[src/rtl/core/bcl_pkg.sv]
// bcl_pkg: shared types and constants for the button click / long press core
// used by bcl_eval and button_click_long_press_debouncer_core
package bcl_pkg;

  localparam int unsigned TimeW = 32;
  localparam int unsigned CfgW  = 16;
  localparam int unsigned CfgIdxW = 2;

  localparam logic [CfgW-1:0] DebounceRst  = 16'd30;
  localparam logic [CfgW-1:0] LongPressRst = 16'd800;
  localparam logic [CfgW-1:0] CooldownRst  = 16'd250;

  typedef enum logic [CfgIdxW-1:0] {
    REG_DEBOUNCE   = 2'd0,
    REG_LONG_PRESS = 2'd1,
    REG_COOLDOWN   = 2'd2
  } cfg_idx_t;

  typedef enum logic {
    KIND_POLL  = 1'b0,
    KIND_RESET = 1'b1
  } kind_t;

  typedef struct packed {
    logic [CfgW-1:0] debounce_time;
    logic [CfgW-1:0] long_press_time;
    logic [CfgW-1:0] click_cooldown;
  } cfg_t;

  typedef struct packed {
    logic             raw_last;
    logic             stable_level;
    logic [TimeW-1:0] change_time;
    logic             is_pressing;
    logic [TimeW-1:0] press_begin;
    logic             long_done;
    logic [TimeW-1:0] click_time;
    logic             wait_release;
  } btn_state_t;

  typedef struct packed {
    kind_t            kind;
    logic             pin_level;
    logic [TimeW-1:0] now_ms;
  } item_t;

  typedef struct packed {
    logic click;
    logic long_press;
  } result_t;

endpackage

[src/rtl/core/button_click_long_press_debouncer_core.sv]
// button_click_long_press_debouncer_core: debounced click and long press detection
// item_r is the input register and res_r the result register; throughput one transaction
// per cycle unless out_tready stalls, set by the single state update between them
// rst_n (synchronous, active low) restores default config and released button state
// depends on bcl_pkg and bcl_eval
module button_click_long_press_debouncer_core import bcl_pkg::*; (
  input  logic               clk,
  input  logic               rst_n,
  input  logic               in_tvalid,
  output logic               in_tready,
  input  logic [39:0]        in_tdata,   // pin_level, now_ms[31:0], zero pad
  input  logic               in_tuser,   // kind
  output logic               out_tvalid,
  input  logic               out_tready,
  output logic [7:0]         out_tdata,  // click, long_press, zero pad
  input  logic               cfg_we,
  input  logic [CfgIdxW-1:0] cfg_index,
  input  logic [CfgW-1:0]    cfg_wdata
);

  cfg_t       cfg_r;
  btn_state_t st_r;
  btn_state_t st_nxt;
  item_t      item_r;
  logic       item_vld_r;
  logic       out_vld_r;
  result_t    res_r;
  result_t    res_nxt;
  logic       advance;

  assign advance    = item_vld_r && (!out_vld_r || out_tready);
  assign in_tready  = !item_vld_r || advance;
  assign out_tvalid = out_vld_r;
  assign out_tdata  = {6'b0, res_r.long_press, res_r.click};

  bcl_eval u_eval (
    .item   (item_r),
    .st     (st_r),
    .cfg    (cfg_r),
    .st_nxt (st_nxt),
    .res    (res_nxt)
  );

  always_ff @(posedge clk) begin
    if (!rst_n) begin
      cfg_r.debounce_time   <= DebounceRst;
      cfg_r.long_press_time <= LongPressRst;
      cfg_r.click_cooldown  <= CooldownRst;
    end else if (cfg_we) begin
      case (cfg_index)
        REG_DEBOUNCE:   cfg_r.debounce_time   <= cfg_wdata;
        REG_LONG_PRESS: cfg_r.long_press_time <= cfg_wdata;
        REG_COOLDOWN:   cfg_r.click_cooldown  <= cfg_wdata;
        default: ;
      endcase
    end
  end

  always_ff @(posedge clk) begin
    if (!rst_n) begin
      item_vld_r <= 1'b0;
      out_vld_r  <= 1'b0;
      st_r       <= '{raw_last: 1'b1, stable_level: 1'b1, default: '0};
    end else begin
      if (in_tready) begin
        item_vld_r <= in_tvalid;
      end
      if (advance) begin
        out_vld_r <= 1'b1;
        st_r      <= st_nxt;
      end else if (out_tready) begin
        out_vld_r <= 1'b0;
      end
    end
  end

  always_ff @(posedge clk) begin
    if (in_tready && in_tvalid) begin
      item_r.kind      <= kind_t'(in_tuser);
      item_r.pin_level <= in_tdata[0];
      item_r.now_ms    <= in_tdata[32:1];
    end
    if (advance) begin
      res_r <= res_nxt;
    end
  end

endmodule

[src/rtl/core/bcl_eval.sv]
// bcl_eval: next button state and result for one registered item
// depends on bcl_pkg
module bcl_eval import bcl_pkg::*; (
  input  item_t      item,
  input  btn_state_t st,
  input  cfg_t       cfg,
  output btn_state_t st_nxt,
  output result_t    res
);

  logic [TimeW-1:0] db_elapsed;
  logic [TimeW-1:0] cd_elapsed;
  logic [TimeW-1:0] lp_elapsed;

  always_comb begin
    st_nxt     = st;
    res        = '0;
    db_elapsed = '0;
    cd_elapsed = '0;
    lp_elapsed = '0;
    if (item.kind == KIND_RESET) begin
      st_nxt.raw_last     = 1'b1;
      st_nxt.stable_level = 1'b1;
      st_nxt.change_time  = item.now_ms;
      st_nxt.is_pressing  = 1'b0;
      st_nxt.press_begin  = '0;
      st_nxt.long_done    = 1'b0;
      st_nxt.click_time   = item.now_ms;
      st_nxt.wait_release = 1'b0;
    end else if (st.wait_release) begin
      if (item.pin_level) begin
        st_nxt.wait_release = 1'b0;
        st_nxt.raw_last     = 1'b1;
        st_nxt.stable_level = 1'b1;
        st_nxt.change_time  = item.now_ms;
      end
    end else begin
      if (item.pin_level != st.raw_last) begin
        st_nxt.raw_last    = item.pin_level;
        st_nxt.change_time = item.now_ms;
      end
      db_elapsed = item.now_ms - st_nxt.change_time;
      cd_elapsed = item.now_ms - st.click_time;
      if ((db_elapsed > {{(TimeW-CfgW){1'b0}}, cfg.debounce_time}) &&
          (st.stable_level != st_nxt.raw_last)) begin
        st_nxt.stable_level = st_nxt.raw_last;
        if (!st_nxt.raw_last) begin
          st_nxt.is_pressing = 1'b1;
          st_nxt.press_begin = item.now_ms;
          st_nxt.long_done   = 1'b0;
        end else begin
          if (st.is_pressing && !st.long_done &&
              (cd_elapsed > {{(TimeW-CfgW){1'b0}}, cfg.click_cooldown})) begin
            res.click         = 1'b1;
            st_nxt.click_time = item.now_ms;
          end
          st_nxt.is_pressing = 1'b0;
        end
      end
      lp_elapsed = item.now_ms - st_nxt.press_begin;
      if (st_nxt.is_pressing && !st_nxt.long_done &&
          (lp_elapsed >= {{(TimeW-CfgW){1'b0}}, cfg.long_press_time})) begin
        res.long_press      = 1'b1;
        st_nxt.long_done    = 1'b1;
        st_nxt.wait_release = 1'b1;
      end
    end
  end

endmodule

[config.mk]
export PLATFORM = sky130hd
export DESIGN_NAME = button_click_long_press_debouncer_core
export DESIGN_NICKNAME = d
export VERILOG_FILES = /design/src/rtl/core/bcl_pkg.sv /design/src/rtl/core/button_click_long_press_debouncer_core.sv /design/src/rtl/core/bcl_eval.sv
export SDC_FILE = /design/constraint.sdc
export NUM_CORES = 1
export LEC_CHECK = 0
export ABC_AREA = 1
export BUFFER_PORTS_ARGS = -buffer_cell sky130_fd_sc_hd__buf_2
export CAP_MARGIN = 10
export CORE_MARGIN = 1.5
export CORE_UTILIZATION = 35
export DETAILED_ROUTE_END_ITERATION = 8
export PLACE_DENSITY_LB_ADDON = 0.2
export SLEW_MARGIN = 20
export SYNTH_ARGS = -nofsm -noshare
export SYNTH_HDL_FRONTEND = slang
export SYNTH_SLANG_ARGS = --single-unit
[constraint.sdc]
create_clock -name clk -period 7.5 [get_ports clk]
set_input_delay 0.375 -clock clk [delete_from_list [all_inputs] [get_ports clk]]
set_output_delay 0.375 -clock clk [all_outputs]
set_load 0.01 [all_outputs]
==> impl_metrics.csv, run 1 <==
group,metric,value,unit
critical_path,critPathMaxFanout,7,
power_and_ir_drop,p_per_area,207,nW/µm²
die,die_h,211,µm
global_route,grt.busiest_layer,"met2",
synth,syn-instance-count,2315,
routing,vias,15188,
synth,ys_warn_count,0,
global_route,grt_pass1_wl,76200,µm
routing,drt-initial-drc-count,823,
routing,route.detailed.drc,0,
cells_and_area,fin_nets,2637,
critical_path,critical_path_class,"reg -> reg",
die,rows,76,
routing,wl_per_cell,16.1,µm
timing,whs,48.6,ps
synth,syn-cell-area,15200,µm²
clock_network,numCtsBuffers,17,
routing,firstDrtPassIters,6,
global_route,grt.met1_usage,28.8,%
die,core,43000,µm²
synth,synthArstFlopShare,0,%
global_route,track_usage,22.4,%
die,die_w,211,µm
timing,setup_violations,0,
timing,rsz0062_at_grt,"true",
routing,wirelength,49000,µm
synth,synth_edf_count,36,
die,initial_core_util,35.4,%
clock_network,clockRootBuffer,"clkbuf_16",
synth,synth.distinct_cells,52,
power_and_ir_drop,power,3.67,mW
routing,ant_nets,0,
cells_and_area,stdcell_count,3037,
clock_network,cts_tree,"built",
die,ios,74,
hold_path,holdPathStages,1,
hold_path,min-delay-path-class,"in -> reg",
cells_and_area,final_common_cell,"nand2_1",
global_route,first_global_vias,14349,
place,gp_congestion,0.966,
timing,skew,19.6,ps
cells_and_area,final_cell_mix,"nand2_1, inv_1, a21oi_1",
cells_and_area,fill_cells,4631,
timing,hold_viol,0,
critical_path,slowest_delay,440,ps
cells_and_area,drive_above_1_share,13.5,%
critical_path,rr_worst_depth,57,
place,hpwl,38800,µm
timing,fmax,0.139,GHz
timing,worstMarginPinSlew,920,ps
clock_network,clk_pin_slew,80,ps
critical_path,cp-start-kind,"register",
critical_path,cp_slowest_cell,"edfxtp_1",
critical_path,path_common_cell,"nand2_1",
critical_path,cp_data_required_time,7900,ps
job,cap_violations,0,
place,place_area,16600,µm²
place,dp_slack,-86.0,ps
critical_path,end_kind,"register",
clock_network,clock_path_buffers,2,
cells_and_area,final_cell_area,17700,µm²
timing,fin_ws,311,ps
synth,dominantRegCellSynth,"dfxtp_1",
timing,slew_violations,0,
place,numPortBuffers,60,
critical_path,crit_arrival,7590,ps
power_and_ir_drop,p_leak,8.22,nW
die,die_area,44700,µm²
timing,min_period,7190,ps
clock_network,clock-sinks,187,
clock_network,cts_max_level,4,
timing,slew_headroom,38.5,%
synth,yosysSeqAreaShare,27.0,%
global_route,use_met2,37.4,%
place,place_inst,2988,
global_route,grt_antenna_before_repair,0,
global_route,overflow,0,
power_and_ir_drop,peakVddDrop,0.201,mV
global_route,use_met3,3.17,%
status,outcome,"complete, no violations",
synth,synth_seq_cells,187,
timing,finalCritPeriodShare,95.9,%
synth,synth_area_per_cell,6.56,µm²
routing,routed_via_density,5.00,
global_route,grt_max_degree,80,
cells_and_area,area_growth,16.8,%
clock_network,clk_latency,510,ps
## critical path, delay by kind of cell (launching register included)
kind                     cells  cell delay (ps)
AO/OA/AOI/OAI                5              770
XOR/XNOR                     2              290
flip-flops                   1              440
buffers and inverters        9              710
AND/OR/NAND/NOR             35             3160
adder cells (fa/ha/maj)      6             1670
## final timing paths
| kind | startpoint | to | slack [ps] |
|---|---|---|---|
| setup / recovery | item_r[32]$_DFFE_PP_ | st_r[0]$_SDFFE_PN0P_ | 310 |
| hold / removal | in_tdata[16] | item_r[15]$_DFFE_PP_ | 50 |
| setup reg to reg | item_r[32]$_DFFE_PP_ | st_r[0]$_SDFFE_PN0P_ | 310 |
| hold reg to reg | st_r[17]$_SDFFE_PN0P_ | st_r[17]$_SDFFE_PN0P_ | 450 |
## through the flow
| step | util, % | setup TNS (ps) |
|---|---|---|
| floorplan | - | 0 |
| global placement | 38.6 | 0 |
| detailed placement | 38.6 | -190 |
| CTS | 40.0 | 0 |
| global route | 41.3 | -567 |
| finish | 41.3 | 0 |
## per-layer routing
layer / wire length, µm / up-vias
li1: - / 7833
met1: 22900 / 6998
met2: 22900 / 284
met3: 1850 / 73
met4: 1380 / 0
met5: 0 / -
## cell families (layout without fill, tap and decap cells)
logic type	Yosys count	count (layout)	share of synthesized area, %
flip-flops	187	187	27.0
AO/OA/AOI/OAI	542	542	20.2
XOR/XNOR	67	67	3.86
adder cells (fa/ha/maj)	135	135	11.2
buffers and inverters	440	571	11.8
other	1	7	0.0247
multiplexers	1	1	0.0659
AND/OR/NAND/NOR	942	942	25.8
## power by group
group	switching, mW	internal (mW)
Sequential	0.0447	1.08
Clock	0.442	0.456
Combinational	1.00	0.642
Total	1.49	2.18
## cell usage after synthesis, types with 8 or more instances
cell type	count	share of area, %
o21a_1	9	0.44
inv_1	357	8.8
a21oi_1	253	8.3
nand3_2	8	0.53
edfxtp_1	36	7.1
xor2_1	46	2.7
a31oi_1	9	0.37
o21ai_2	33	1.9
nand2_2	8	0.33
ha_1	133	11
nand3b_1	8	0.40
o21ai_0	148	4.9
a21o_1	10	0.49
o211ai_1	18	0.89
buf_6	11	0.82
nand3_1	103	3.4
nand4_1	25	1.0
nand2_1	525	13
nor2_1	223	5.5
xnor2_1	21	1.2
nor3_1	21	0.69
dfxtp_1	151	20
o22ai_1	30	1.2
clkbuf_1	46	1.1
o21bai_1	9	0.44
nor4_1	8	0.33
## registers in the layout (all words and copies together) (netlist names)
| name | count |
|---|---|
| item_vld_r | 1 |
| out_tvalid | 1 |
| out_tdata | 2 |
| st_r | 101 |
| cfg_r | 48 |
| item_r | 34 |
## area by class of cell
cell class	count	area, µm²	share of cell area [%]
Multi-Input combinational cell	1693	9740	54.9
Sequential cell	187	4100	23.1
Tap cell	585	732	4.12
Timing Repair Buffer	175	1250	7.03
Clock buffer	21	472	2.66
Inverter	364	1370	7.70
Antenna cell	1	2.50	0.0141
Clock inverter	11	85.1	0.479
## what timing repair did
action                                  4_1_cts  5_1_grt
gates cloned                                  0        2
hold buffers                                  1        0
endpoints found under the setup margin        3        3
endpoints found under the hold margin         1        0
buffers inserted                              0       14
resized for setup                             2       98
pin swaps                                     0       33
Note: power is estimated with default switching activity, not from simulation.
==> inputs of run 2 (changes only) <==
clock period = 9.25 ns   (was 7.5 ns; I/O delays follow)
==> impl_metrics.csv, run 2 (synthesis results as in run 1) <==
group,metric,value,unit
status,outcome,"complete, no violations",
die,core,43000,µm²
global_route,grt_antenna_before_repair,0,
critical_path,crit_arrival,8760,ps
timing,worstMarginPinSlew,995,ps
place,dp_slack,892,ps
routing,wl_per_cell,15.8,µm
die,die_h,211,µm
critical_path,critPathMaxFanout,34,
clock_network,cts_resized,0,
timing,finalCritPeriodShare,90.8,%
clock_network,numCtsBuffers,17,
clock_network,holdBufCountCts,0,
critical_path,path_common_cell,"nand2_1",
critical_path,cp_slowest_cell,"ha_2",
timing,slew_violations,0,
critical_path,cp-start-kind,"register",
clock_network,cts_tree,"built",
place,hpwl,37200,µm
cells_and_area,reg.largest.list,"st_r: 101 flops, cfg_r: 48 flops, item_r: 34 flops",
hold_path,min-delay-path-class,"in -> reg",
global_route,overflow,0,
die,ios,74,
timing,rsz0062_at_grt,"false",
routing,routed_via_density,5.03,
cells_and_area,area_growth,8.96,%
cells_and_area,final_cell_mix,"nand2_1, inv_1, a21oi_1",
clock_network,clock_path_buffers,2,
global_route,track_usage,21.3,%
place,numPortBuffers,60,
power_and_ir_drop,peakVddDrop,0.129,mV
clock_network,clk_pin_slew,70,ps
global_route,grt_max_degree,69,
global_route,grt_pass1_wl,73700,µm
place,place_inst,2905,
timing,fin_ws,850,ps
routing,wirelength,46400,µm
power_and_ir_drop,p_per_area,172,nW/µm²
cells_and_area,regMostFlops,"st_r",
cells_and_area,stdcell_count,2937,
die,initial_core_util,35.4,%
timing,setup_violations,0,
clock_network,clk_latency,470,ps
clock_network,clock-sinks,187,
clock_network,clockRootBuffer,"clkbuf_16",
cells_and_area,diodes,0,
global_route,first_global_vias,14116,
routing,drt-initial-drc-count,877,
power_and_ir_drop,p_leak,7.66,nW
clock_network,cts_max_level,4,
place,gp_congestion,0.941,
die,rows,76,
critical_path,slowest_delay,540,ps
timing,hold_viol,0,
critical_path,cp_data_required_time,9610,ps
die,die_w,211,µm
critical_path,critical_path_class,"reg -> reg",
cells_and_area,final_common_cell,"nand2_1",
timing,slew_headroom,33.5,%
cells_and_area,fill_cells,4808,
timing,min_period,8400,ps
job,cap_violations,0,
clock_network,cts_setup_buffers,0,
timing,fmax,0.119,GHz
die,die_area,44700,µm²
critical_path,end_kind,"register",
routing,route.detailed.drc,0,
timing,setup_tns,0,ps
timing,whs,169,ps
routing,ant_nets,0,
cells_and_area,fin_nets,2538,
routing,vias,14761,
routing,firstDrtPassIters,6,
cells_and_area,largest_reg_flops,101,
cells_and_area,drive_above_1_share,7.44,%
timing,skew,12.8,ps
-- run 2: per-layer routing --
metal	GRT usage, %	share of wire, %	vias up
met4	7.09	2.6	0
met2	36.5	47	267
met3	2.43	3.5	64
met5	0	0	-
met1	27.8	47	6800
li1	-	-	7630
-- run 2: path summary, 6_finish.rpt --
path                                             from                    end  slack (ps)  cells after the start
worst max-delay path             item_r[32]$_DFFE_PP_   st_r[0]$_SDFFE_PN0P_         850                     54
worst min-delay path                      in_tdata[7]    item_r[6]$_DFFE_PP_         170                      1
worst max register to register   item_r[32]$_DFFE_PP_   st_r[0]$_SDFFE_PN0P_         850                     54
worst min register to register  st_r[21]$_SDFFE_PN0P_  st_r[21]$_SDFFE_PN0P_         460                      2
-- run 2: cell type report --
type / instances / area [µm²] / area share, %
multi-input cells: 1693 / 9340 / 56.4
flip-flops and latches: 187 / 4100 / 24.8
inverters: 364 / 1370 / 8.25
well taps: 585 / 732 / 4.42
clock buffers: 22 / 497 / 3.00
repair buffers: 76 / 420 / 2.54
clock inverters: 10 / 101 / 0.612
-- run 2: metrics by stage --
stage	power [mW]	cell area (µm²)	utilization [%]
global placement	2.07	16000	37.1
finish	2.84	16600	38.5
floorplan	1.80	15200	-
CTS	2.87	16600	38.5
detailed placement	2.09	16000	37.1
global route	3.07	16600	38.5
-- run 2: report_power, final --
part	leakage [nW]	switching (mW)	internal [mW]
Combinational	5.77	0.744	0.411
Sequential	1.59	0.0451	0.879
Clock	0.298	0.349	0.415
-- run 2: worst max-delay path, delay by kind of cell (launching register included) --
family	cells	cell delay [ps]
xor+xnor	2	310
compound gates	11	1940
simple gates	30	3130
flops	1	440
buf+inv	6	680
fa+ha+maj	5	1780
